<file path="src/design/qdec_pkg.sv">
package qdec_pkg;

    localparam int unsigned ENCODERS_DEF = 4;

    localparam int unsigned IDX_W     = 2;
    localparam int unsigned TIME_W    = 32;
    localparam int unsigned POS_W     = 32;
    localparam int unsigned DELTA_W   = 6;
    localparam int unsigned WINDOW_W  = 20;
    localparam int unsigned MULT_W    = 5;
    localparam int unsigned SUB_W     = 4;

    localparam int unsigned IN_DATA_W  = 40;
    localparam int unsigned OUT_DATA_W = 40;

    localparam int unsigned CFG_IDX_W  = 2;
    localparam int unsigned CFG_DATA_W = 20;

    // register indexes
    localparam logic [CFG_IDX_W-1:0] REG_FAST_WINDOW = 2'd0;
    localparam logic [CFG_IDX_W-1:0] REG_FAST_MULT   = 2'd1;

    localparam logic [WINDOW_W-1:0] WINDOW_RESET = 20'd5000;
    localparam logic [MULT_W-1:0]   MULT_RESET   = 5'd4;
    localparam logic [MULT_W-1:0]   MULT_MIN     = 5'd1;
    localparam logic [MULT_W-1:0]   MULT_MAX     = 5'd16;

    localparam logic [1:0] AB_RESET = 2'b11;

    // key = {previous AB, current AB}
    localparam logic signed [1:0] TRANS_TABLE [16] = '{
        2'sd0, -2'sd1, 2'sd1, 2'sd0, 2'sd1, 2'sd0, 2'sd0, -2'sd1,
        -2'sd1, 2'sd0, 2'sd0, 2'sd1, 2'sd0, 2'sd1, -2'sd1, 2'sd0
    };

    typedef struct packed {
        logic [IDX_W-1:0]  encoder_index;
        logic [1:0]        ab;
        logic [TIME_W-1:0] now_us;
    } item_t;

    typedef struct packed {
        logic signed [POS_W-1:0]   position;
        logic signed [DELTA_W-1:0] step_delta;
        logic                      was_fast;
    } result_t;

    typedef struct packed {
        logic [WINDOW_W-1:0] fast_window_us;
        logic [MULT_W-1:0]   fast_mult_eff;   // already clamped to 1..16
    } cfg_t;

endpackage

</file>
<file path="src/design/quadrature_decoder_accel.sv">
// Quadrature decoder with velocity boost, several encoder channels.
//
// Input stream (s_*): one word per pin-change sample: channel index, A and B
// levels and a free-running microsecond timestamp. Output stream (m_*): one
// word per input word, in order: updated position, step applied, fast flag.
// Config channel (cfg_*): index 0 writes the fast window in microseconds,
// index 1 the fast step size from data bits 4:0 (0 taken as 1, above 16 as 16);
// other indexes are ignored. cfg_ready is always high; write only while idle.
//
// An accepted word goes into the input register, its result into the output
// register that drives m_tdata. Throughput: one word per cycle while
// m_tready is high. The per-channel state lives in flops and is read,
// updated and written back combinationally between the two registers, so
// consecutive words to the same channel need no forwarding.
//
// Reset: every channel starts with AB = both high, zero sub-step count,
// position and timestamps; window 5000 us, step size 4.
// Stall: while m_tready is low the output word holds; one more word can sit
// in the input register, after which s_tready drops.
module quadrature_decoder_accel #(
    parameter int unsigned ENCODERS = qdec_pkg::ENCODERS_DEF
) (
    input  logic                              clk,
    input  logic                              rst_n,

    // [1:0] encoder_index, [2] pin_a_level, [3] pin_b_level, [35:4] now_us
    input  logic [qdec_pkg::IN_DATA_W-1:0]    s_tdata,
    input  logic                              s_tvalid,
    output logic                              s_tready,

    // [31:0] position, [37:32] step_delta, [38] was_fast
    output logic [qdec_pkg::OUT_DATA_W-1:0]   m_tdata,
    output logic                              m_tvalid,
    input  logic                              m_tready,

    input  logic                              cfg_valid,
    output logic                              cfg_ready,
    input  logic [qdec_pkg::CFG_IDX_W-1:0]    cfg_index,
    input  logic [qdec_pkg::CFG_DATA_W-1:0]   cfg_data
);
    import qdec_pkg::*;

    item_t   item_reg;
    item_t   item_next;
    logic    in_valid_reg;
    result_t result_reg;
    result_t result_next;
    logic    out_valid_reg;
    logic    advance;
    logic    update;
    cfg_t    cfg;

    // output slot free or draining this cycle
    assign advance  = !out_valid_reg || m_tready;
    assign update   = in_valid_reg && advance;
    assign s_tready = !in_valid_reg || advance;

    assign item_next.encoder_index = s_tdata[1:0];
    assign item_next.ab            = {s_tdata[2], s_tdata[3]};
    assign item_next.now_us        = s_tdata[35:4];

    qdec_cfg u_cfg (
        .clk       (clk),
        .rst_n     (rst_n),
        .cfg_valid (cfg_valid),
        .cfg_ready (cfg_ready),
        .cfg_index (cfg_index),
        .cfg_data  (cfg_data),
        .cfg       (cfg)
    );

    qdec_core #(
        .ENCODERS (ENCODERS)
    ) u_core (
        .clk    (clk),
        .rst_n  (rst_n),
        .update (update),
        .item   (item_reg),
        .cfg    (cfg),
        .result (result_next)
    );

    always_ff @(posedge clk or negedge rst_n)
    begin
        if (!rst_n)
        begin
            in_valid_reg  <= 1'b0;
            out_valid_reg <= 1'b0;
        end
        else
        begin
            if (s_tready)
            begin
                in_valid_reg <= s_tvalid;
            end
            if (advance)
            begin
                out_valid_reg <= in_valid_reg;
            end
        end
    end

    always_ff @(posedge clk)
    begin
        if (s_tvalid && s_tready)
        begin
            item_reg <= item_next;
        end
        if (update)
        begin
            result_reg <= result_next;
        end
    end

    assign m_tvalid = out_valid_reg;
    assign m_tdata  = {1'b0, result_reg.was_fast, result_reg.step_delta,
                       result_reg.position};

`ifndef ASSERT_OFF
    a_fast_has_step: assert property (@(posedge clk) disable iff (!rst_n)
        m_tvalid && m_tdata[38] |-> m_tdata[37:32] != 6'd0)
        else $error("fast flag without a step");
    a_delta_range: assert property (@(posedge clk) disable iff (!rst_n)
        m_tvalid |-> ($signed(m_tdata[37:32]) >= -6'sd16 &&
                      $signed(m_tdata[37:32]) <= 6'sd16))
        else $error("step outside -16..16");
    a_full_stall: assert property (@(posedge clk) disable iff (!rst_n)
        !s_tready |-> in_valid_reg && out_valid_reg && !m_tready)
        else $error("input blocked with room in the pipe");
    a_feed_out: assert property (@(posedge clk) disable iff (!rst_n)
        update |=> out_valid_reg)
        else $error("processed word lost");
`endif

endmodule

</file>
<file path="src/design/qdec_cfg.sv">
module qdec_cfg (
    input  logic                             clk,
    input  logic                             rst_n,
    input  logic                             cfg_valid,
    output logic                             cfg_ready,
    input  logic [qdec_pkg::CFG_IDX_W-1:0]   cfg_index,
    input  logic [qdec_pkg::CFG_DATA_W-1:0]  cfg_data,
    output qdec_pkg::cfg_t                   cfg
);
    import qdec_pkg::*;

    logic [WINDOW_W-1:0] window_reg;
    logic [MULT_W-1:0]   mult_reg;
    logic [MULT_W-1:0]   mult_next;
    logic [MULT_W-1:0]   mult_raw;

    assign cfg_ready = 1'b1;

    // clamp once at write time
    always_comb
    begin
        mult_raw = cfg_data[MULT_W-1:0];
        if (mult_raw < MULT_MIN)
        begin
            mult_next = MULT_MIN;
        end
        else if (mult_raw > MULT_MAX)
        begin
            mult_next = MULT_MAX;
        end
        else
        begin
            mult_next = mult_raw;
        end
    end

    always_ff @(posedge clk or negedge rst_n)
    begin
        if (!rst_n)
        begin
            window_reg <= WINDOW_RESET;
            mult_reg   <= MULT_RESET;
        end
        else if (cfg_valid && cfg_ready)
        begin
            unique case (cfg_index)
                REG_FAST_WINDOW: window_reg <= cfg_data[WINDOW_W-1:0];
                REG_FAST_MULT:   mult_reg   <= mult_next;
                default:         ;
            endcase
        end
    end

    assign cfg.fast_window_us = window_reg;
    assign cfg.fast_mult_eff  = mult_reg;

`ifndef ASSERT_OFF
    a_mult_range: assert property (@(posedge clk) disable iff (!rst_n)
        mult_reg >= MULT_MIN && mult_reg <= MULT_MAX)
        else $error("fast multiplier outside 1..16");
    a_mult_write: assert property (@(posedge clk) disable iff (!rst_n)
        cfg_valid && cfg_index == REG_FAST_MULT && cfg_data[MULT_W-1:0] == '0
        |=> mult_reg == MULT_MIN)
        else $error("zero multiplier not mapped to one");
    a_window_keep: assert property (@(posedge clk) disable iff (!rst_n)
        !cfg_valid |=> $stable(window_reg))
        else $error("window changed without a write");
`endif

endmodule

</file>
<file path="src/design/qdec_core.sv">
module qdec_core #(
    parameter int unsigned ENCODERS = qdec_pkg::ENCODERS_DEF
) (
    input  logic              clk,
    input  logic              rst_n,
    input  logic              update,
    input  qdec_pkg::item_t   item,
    input  qdec_pkg::cfg_t    cfg,
    output qdec_pkg::result_t result
);
    import qdec_pkg::*;

    localparam int unsigned ADDR_W = (ENCODERS > 1) ? $clog2(ENCODERS) : 1;

    logic [1:0]              prev_ab_reg   [ENCODERS];
    logic signed [SUB_W-1:0] sub_reg       [ENCODERS];
    logic [POS_W-1:0]        pos_reg       [ENCODERS];
    logic [TIME_W-1:0]       up_time_reg   [ENCODERS];
    logic [TIME_W-1:0]       down_time_reg [ENCODERS];

    logic [ADDR_W-1:0]       addr;
    logic                    in_range;
    logic [3:0]              key;
    logic signed [SUB_W-1:0] sub_sum;
    logic signed [SUB_W-1:0] sub_next;
    logic                    go_up;
    logic                    go_down;
    logic [TIME_W-1:0]       last_time;
    logic [TIME_W-1:0]       elapsed;
    logic                    fast;
    logic [MULT_W-1:0]       mag;
    logic [POS_W-1:0]        pos_next;
    logic [DELTA_W-1:0]      delta;
    logic                    write_en;

    always_comb
    begin
        addr     = ADDR_W'(item.encoder_index);
        in_range = 32'(item.encoder_index) < ENCODERS;
        key      = {prev_ab_reg[addr], item.ab};
        sub_sum  = sub_reg[addr] + SUB_W'(TRANS_TABLE[key]);
        go_up    = (sub_sum == 4'sd4);
        go_down  = (sub_sum == -4'sd4);

        last_time = go_up ? up_time_reg[addr] : down_time_reg[addr];
        elapsed   = item.now_us - last_time;   // wraps mod 2^32
        fast      = (go_up || go_down) && (elapsed < TIME_W'(cfg.fast_window_us));
        mag       = fast ? cfg.fast_mult_eff : MULT_MIN;

        if (go_up)
        begin
            pos_next = pos_reg[addr] + POS_W'(mag);
            delta    = DELTA_W'(mag);
        end
        else if (go_down)
        begin
            pos_next = pos_reg[addr] - POS_W'(mag);
            delta    = -DELTA_W'(mag);
        end
        else
        begin
            pos_next = pos_reg[addr];
            delta    = '0;
        end

        sub_next = (go_up || go_down) ? '0 : sub_sum;
        write_en = update && in_range;

        if (in_range)
        begin
            result.position   = pos_next;
            result.step_delta = delta;
            result.was_fast   = fast;
        end
        else
        begin
            result = '0;
        end
    end

    always_ff @(posedge clk or negedge rst_n)
    begin
        if (!rst_n)
        begin
            for (int i = 0; i < ENCODERS; i++)
            begin
                prev_ab_reg[i]   <= AB_RESET;
                sub_reg[i]       <= '0;
                pos_reg[i]       <= '0;
                up_time_reg[i]   <= '0;
                down_time_reg[i] <= '0;
            end
        end
        else if (write_en)
        begin
            prev_ab_reg[addr] <= item.ab;
            sub_reg[addr]     <= sub_next;
            pos_reg[addr]     <= pos_next;
            if (go_up)
            begin
                up_time_reg[addr] <= item.now_us;
            end
            if (go_down)
            begin
                down_time_reg[addr] <= item.now_us;
            end
        end
    end

`ifndef ASSERT_OFF
    a_sub_bounded: assert property (@(posedge clk) disable iff (!rst_n)
        write_en |-> (sub_next >= -4'sd3 && sub_next <= 4'sd3))
        else $error("sub-step count left -3..3");
    a_pos_tracks: assert property (@(posedge clk) disable iff (!rst_n)
        write_en |=> pos_reg[$past(addr)] == $past(pos_next))
        else $error("position not written back");
    a_out_of_range_quiet: assert property (@(posedge clk) disable iff (!rst_n)
        !in_range |-> result == '0)
        else $error("out-of-range channel gave a result");
`endif

endmodule

</file>
<file path="config.mk">
export PLATFORM = sky130hd
export DESIGN_NAME = quadrature_decoder_accel
export DESIGN_NICKNAME = d
export VERILOG_FILES = /design/src/design/qdec_pkg.sv /design/src/design/quadrature_decoder_accel.sv /design/src/design/qdec_cfg.sv /design/src/design/qdec_core.sv
export SDC_FILE = /design/constraint.sdc
export NUM_CORES = 1
export LEC_CHECK = 0
export ABC_AREA = 1
export CORE_MARGIN = 4
export CORE_UTILIZATION = 50
export CTS_BUF_LIST = sky130_fd_sc_hd__clkbuf_4
export CTS_CLUSTER_SIZE = 16
export DETAILED_ROUTE_END_ITERATION = 12
export DONT_BUFFER_PORTS = 1
export GPL_TIMING_DRIVEN = 0
export HOLD_SLACK_MARGIN = 0.08
export PLACE_DENSITY = 0.72
export SYNTH_ARGS = -nofsm -noshare
export SYNTH_HDL_FRONTEND = slang
export SYNTH_SLANG_ARGS = --single-unit
</file>
<file path="constraint.sdc">
create_clock -name clk -period 12.2 [get_ports clk]
set_clock_uncertainty 0.1 [all_clocks]
set_input_delay 1.22 -clock clk [delete_from_list [all_inputs] [get_ports clk]]
set_output_delay 1.22 -clock clk [all_outputs]
set_load 0.03 [all_outputs]
</file>
* Word-level counts from Yosys, hierarchy flattened
Memories as Yosys holds them, arrays and structs flattened.
Cells that the tools add are included.
** Operators by class
- Bitwise operators :: 3
- Mux-type cells :: 37
- Add/subtract/negate cells :: 5
- Order comparisons :: 6
- Reduce and logical (&&, ||, !) cells :: 15
- Eq/ne operators :: 3
** Operators with widths (count)
- bitwise mux 128 bit :: 3
- 2-to-1 mux 32 bit :: 10
- binary-select mux 32 bit (select 2 bit) :: 3
- demux 32 bit (select 2 bit) :: 1
- adder 32 x 5 -> 32 bit :: 1
- < comparator 32 x 20 -> 1 bit :: 1
- subtractor 32 bit :: 1
- subtractor 32 x 5 -> 32 bit :: 1
- 2-to-1 mux 5 bit :: 5
- bitwise mux 16 bit :: 1
- 2-to-1 mux 4 bit :: 4
- 2-to-1 mux 2 bit :: 5
- binary-select mux 4 bit (select 2 bit) :: 1
- bitwise mux 8 bit :: 1
- demux 4 bit (select 2 bit) :: 1
- AND reduction 2 bit :: 4
- negator 5 -> 6 bit :: 1
- greater-or-equal comparator 5 bit (second input constant) :: 1
- > comparator 5 bit (second input constant) :: 1
- < comparator 5 x 1 -> 1 bit (second input constant) :: 1
- NOT 4 -> 5 bit :: 1
- adder 4 x 2 -> 4 bit :: 1
- binary-select mux 2 bit (select 2 bit) :: 1
- demux 2 bit (select 2 bit) :: 1
- 12 further kinds :: 18
** Storage, ports and cells
- Logic and storage cells :: 101
- Flip-flop bits (word level) :: 510
- ROM bits :: 32
- Memories kept :: 1
** Memory list
- (no name shown) :: depth 16, bits a word 2, read ports 1, clocked after Yosys merged registers in 0, wr ports 0, line qdec_core.sv:41 : sub_sum = sub_reg[addr] + SUB_W'(TRANS_TABLE[key]);

* Logic depth before layout (Yosys ltp)
- Word-level depth :: 19
- Mapped depth :: 68
- Mapped depth without buffers :: 63

* Cells and area by module
A second synthesis with hierarchy kept.
** Unflattened totals
- Cell total of the unflattened synthesis :: 3102
- Area, all modules :: 25617.1 um^2
** By module, submodules not included
- qdec_core :: cells an instance 2898, area each 22187.5 um^2, instances 1
- quadrature_decoder_accel :: cells an instance 89, area each 2358.5 um^2, instances 1
- qdec_cfg :: cells an instance 115, area each 1071.0 um^2, instances 1

* Least setup slack after synthesis
OpenSTA, ideal clock, no wires.
- Path kind :: reg2reg
- Start :: register item_reg[35] in the netlist's numbering
- End :: register result_reg, in the netlist m_tdata[28], data pin
- Cell stages (with the launch flop) :: 56
- Path slack :: 3.341 ns
- Required time :: 11.845 ns
- Buffers on the path :: 6
- Data arrival time :: 8.505 ns
- Cell sequence :: edfxtp_1 > nand2_4 > inv_2 > buf_4 > clkbuf_1 > buf_1 > a221oi_1 > ha_1 > inv_1 > fa_1 > inv_1 > nor2_1 > inv_1 > nor2_1 > nand3_4 > buf_2 > buf_2 > clkbuf_1 > [20 not listed] > nor2_1 > nand2_2 > nor2_1 > inv_2 > fa_1 > nor3_1 > a211oi_1 > nor2_1 > nor2_1 > inv_1 > nand3_1 > nor2_2 > nand2_1 > nor2_2 > nand2_1 > o31ai_1 > nand3_1 > and2_1
** RTL lines
- start: declaration :: line quadrature_decoder_accel.sv:43 : item_t item_reg;
- start signal: assignment :: line quadrature_decoder_accel.sv:107 : item_reg <= item_next;
- end signal: assignment :: line quadrature_decoder_accel.sv:111 : result_reg <= result_next;
- end: declaration :: line quadrature_decoder_accel.sv:46 : result_t result_reg;

==> results.md <==
* Vias per cell at 5.82
* Vias in the first global route at 22800
* Max-cap violation count at 0
* Async set or reset register ratio after synthesis at 85.3%
* Vias at 23200
* Clk pin slew, worst setup/hold paths at 0.06 ns
* Clock Tree Buf Depth at 3
* Die W at 235 um
* Setup TNS Final at 0 ns
* Tcrit/Tclk final at 94.8%
* Worst hold path class: in2reg
* CTS tree: yes
* Most frequent cell after synthesis: nand2_1
* Clock tree sinks at 510
* Design Area, Final at 0.0285 sq mm
* Die footprint at 0.0550 sq mm
* Avg WL per Cell at 21.7 um
* P&R area growth vs syn at 11.0%
* Gr ovfl total at 0
* Place WS at -0.967 ns
* Initial core utilization at 50.8%
* Lkg Pwr at 13.6 nW
* Most frequent CP cell: nand2_1
* Top cell type's share of synthesized area at 41.1%
* Startpoint Class: flop
* Routability Congestion at 0.998
* DRC viols at 0
* Seq/Total Area, Yosys at 51.3%
* Synth Cell Area at 0.0257 sq mm
* Final Non-Filler Cells at 3982
* Max incr delay on CP at 0.53 ns
* Worst setup EP type: flop
* Critical path arrival at 12.21 ns
* I/O pin cnt at 110
* Final setup fails at 0
* Largest net degree at the start of global routing at 436
* Core area at 0.0505 sq mm
* Antenna violations before repair at 2
* Worst R2R Setup Slack at 0.64 ns
* Synth top area cells: dfrtp_1 (41%), nand2_1 (15%), edfxtp_1 (8.8%)
* Fraction of layout cells with a size suffix above 1 at 11.1%
* DRT Pass-1 Iters at 8
* RSZ-0062 raised after global routing: false
* Normalized max-slew margin at 30.1%
* Worst skew pair latency at 1.02 ns
* Initial DRC Count at 2625
* PnR worst setup slack at 0.639 ns
* PwrDens at 270 mW/mm^2
* First-pass GRT wire length at 131000 um
* Die height at 235 um
* CP max stage cell: fa_1
* Nets at 3343
* Synthesis-stage register bit count at 510
* IO buf count at 0
* Critical-path maximum fanout at 19
* Aggregate global-route resource usage at 31.5%
* Layout fillers at 4679
* Mapped Avg Cell Area at 8.38 sq um
* Cts bufs inserted at 138
* Most instantiated cells after synthesis: nand2_1 (1003), dfrtp_1 (421), o21ai_0 (400)
* Post-synth top area cell: dfrtp_1
* Number of synthesized flops with an enable pin at 75
* Placed cell count at 3734
* Distinct cells, synth at 60
* Maximum operating frequency at 86.5 MHz
* Syn Inst Count at 3062
* Status: complete, no violations
* DRT Wirelength at 86600 um
* Hpwl dp at 60800 um
* Warnings, synthesis at 0
* Final Hold Vio Count at 0
* FP Rows at 82
* Final min period at 11.56 ns
* Top FF cell, synth: dfrtp_1
* H-tree Lvls at 4
* Syn_nets at 3201
* Pins over their slew limit at 0
* Final cell utilization of the core at 56.4%
* Setup CP Type: reg2reg
* Worst path required time at 12.85 ns
* Root Buffer: clkbuf_4
* ANT nets after route at 0
* Area after DPL at 0.0265 sq mm
* Worst-margin pin slew at 1.05 ns
* Highest ir drop seen on vdd at 0.142 mV
[final timing paths]
| kind | start | endpoint | depth (start not counted) |
|---|---|---|---|
| max | item_reg[34] | m_tdata[28] | 56 |
| min reg2reg | u_core.pos_reg[91] | u_core.pos_reg[91] | 2 |
| max reg2reg | item_reg[34] | m_tdata[28] | 56 |
| min in group asynchronous | rst_n | u_core.pos_reg[17] | 2 |
| max in group asynchronous | rst_n | u_core.down_time_reg[78] | 3 |
| min | s_tdata[0] | item_reg[34] | 0 |
[power by group]
part	total (mW)	switching, mW	internal [mW]
Clock	1.64	0.739	0.900
Sequential	2.71	0.390	2.32
Combinational	3.35	2.31	1.04
[kinds of logic (layout without fill, tap and decap cells)]
| group | Yosys count | after routing | synth area share (%) |
|---|---|---|---|
| AND/OR/NAND/NOR | 1378 | 1378 | 22.1 |
| AO/OA/AOI/OAI | 655 | 655 | 14.8 |
| flip-flops | 510 | 510 | 51.3 |
| buffers and inverters | 394 | 637 | 6.24 |
| adder cells (fa/ha/maj) | 72 | 72 | 3.63 |
| XOR/XNOR | 50 | 50 | 1.79 |
| other | 2 | 7 | 0.0293 |
| multiplexers | 1 | 1 | 0.0439 |
[cell type report]
type | count | area (sq um) | area share, %
timing repair buffer | 5 | 100 | 0.351
tap | 672 | 841 | 2.95
multi-input combinational | 2158 | 10900 | 38.4
clock inverter | 27 | 244 | 0.857
sequential | 510 | 13200 | 46.2
inverter | 251 | 952 | 3.34
buffer | 140 | 648 | 2.28
antenna | 5 | 12.5 | 0.0439
clock buffer | 214 | 1610 | 5.64
[per-stage QoR]
step                      power [mW]  hold slack [ns]
after detailed placement        5.97            0.366
after global placement          5.87            0.359
final                           7.70            0.204
after floorplan                 4.90            0.342
after CTS                       7.66            0.115
after global routing            8.22            0.134
[worst max-delay path, delay by kind of cell, from the launching register on]
| family | cells | cell delay (ns) |
|---|---|---|
| compound gates | 8 | 1.74 |
| xor+xnor | 1 | 0.15 |
| fa+ha+maj | 5 | 1.88 |
| buf+inv | 14 | 2.54 |
| flops | 1 | 0.32 |
| simple gates | 28 | 4.52 |
[metal layers]
layer	global-route usage, %	wire (um)
met1	39.0	33100
met2	50.9	40700
met3	7.33	7640
met4	18.3	5120
met5	0	0
[repair_timing]
item,4_1_cts,5_1_grt
buffers inserted,1,0
endpoints found under the hold margin,435,59
resized for setup,5,13
setup endpoints to repair,128,98
hold buffers,1,1
[cells in the final DEF, fill, tap and decap left out, types with 8 or more instances in the layout]
cell type / instances
o22ai_1: 21
nor3_1: 16
ha_1: 68
dfstp_2: 14
nand2_1: 1003
o21ai_1: 28
a22oi_1: 64
buf_2: 17
a21oi_1: 88
dfrtp_1: 421
clkbuf_4: 215
buf_4: 8
inv_1: 230
clkbuf_1: 99
inv_2: 21
nor2_1: 143
xor2_1: 41
o21ai_0: 398
nand2_2: 13
nand3_1: 106
nand4_1: 60
edfxtp_1: 75
clkinv_1: 15
(Power assumes the default switching activity.)
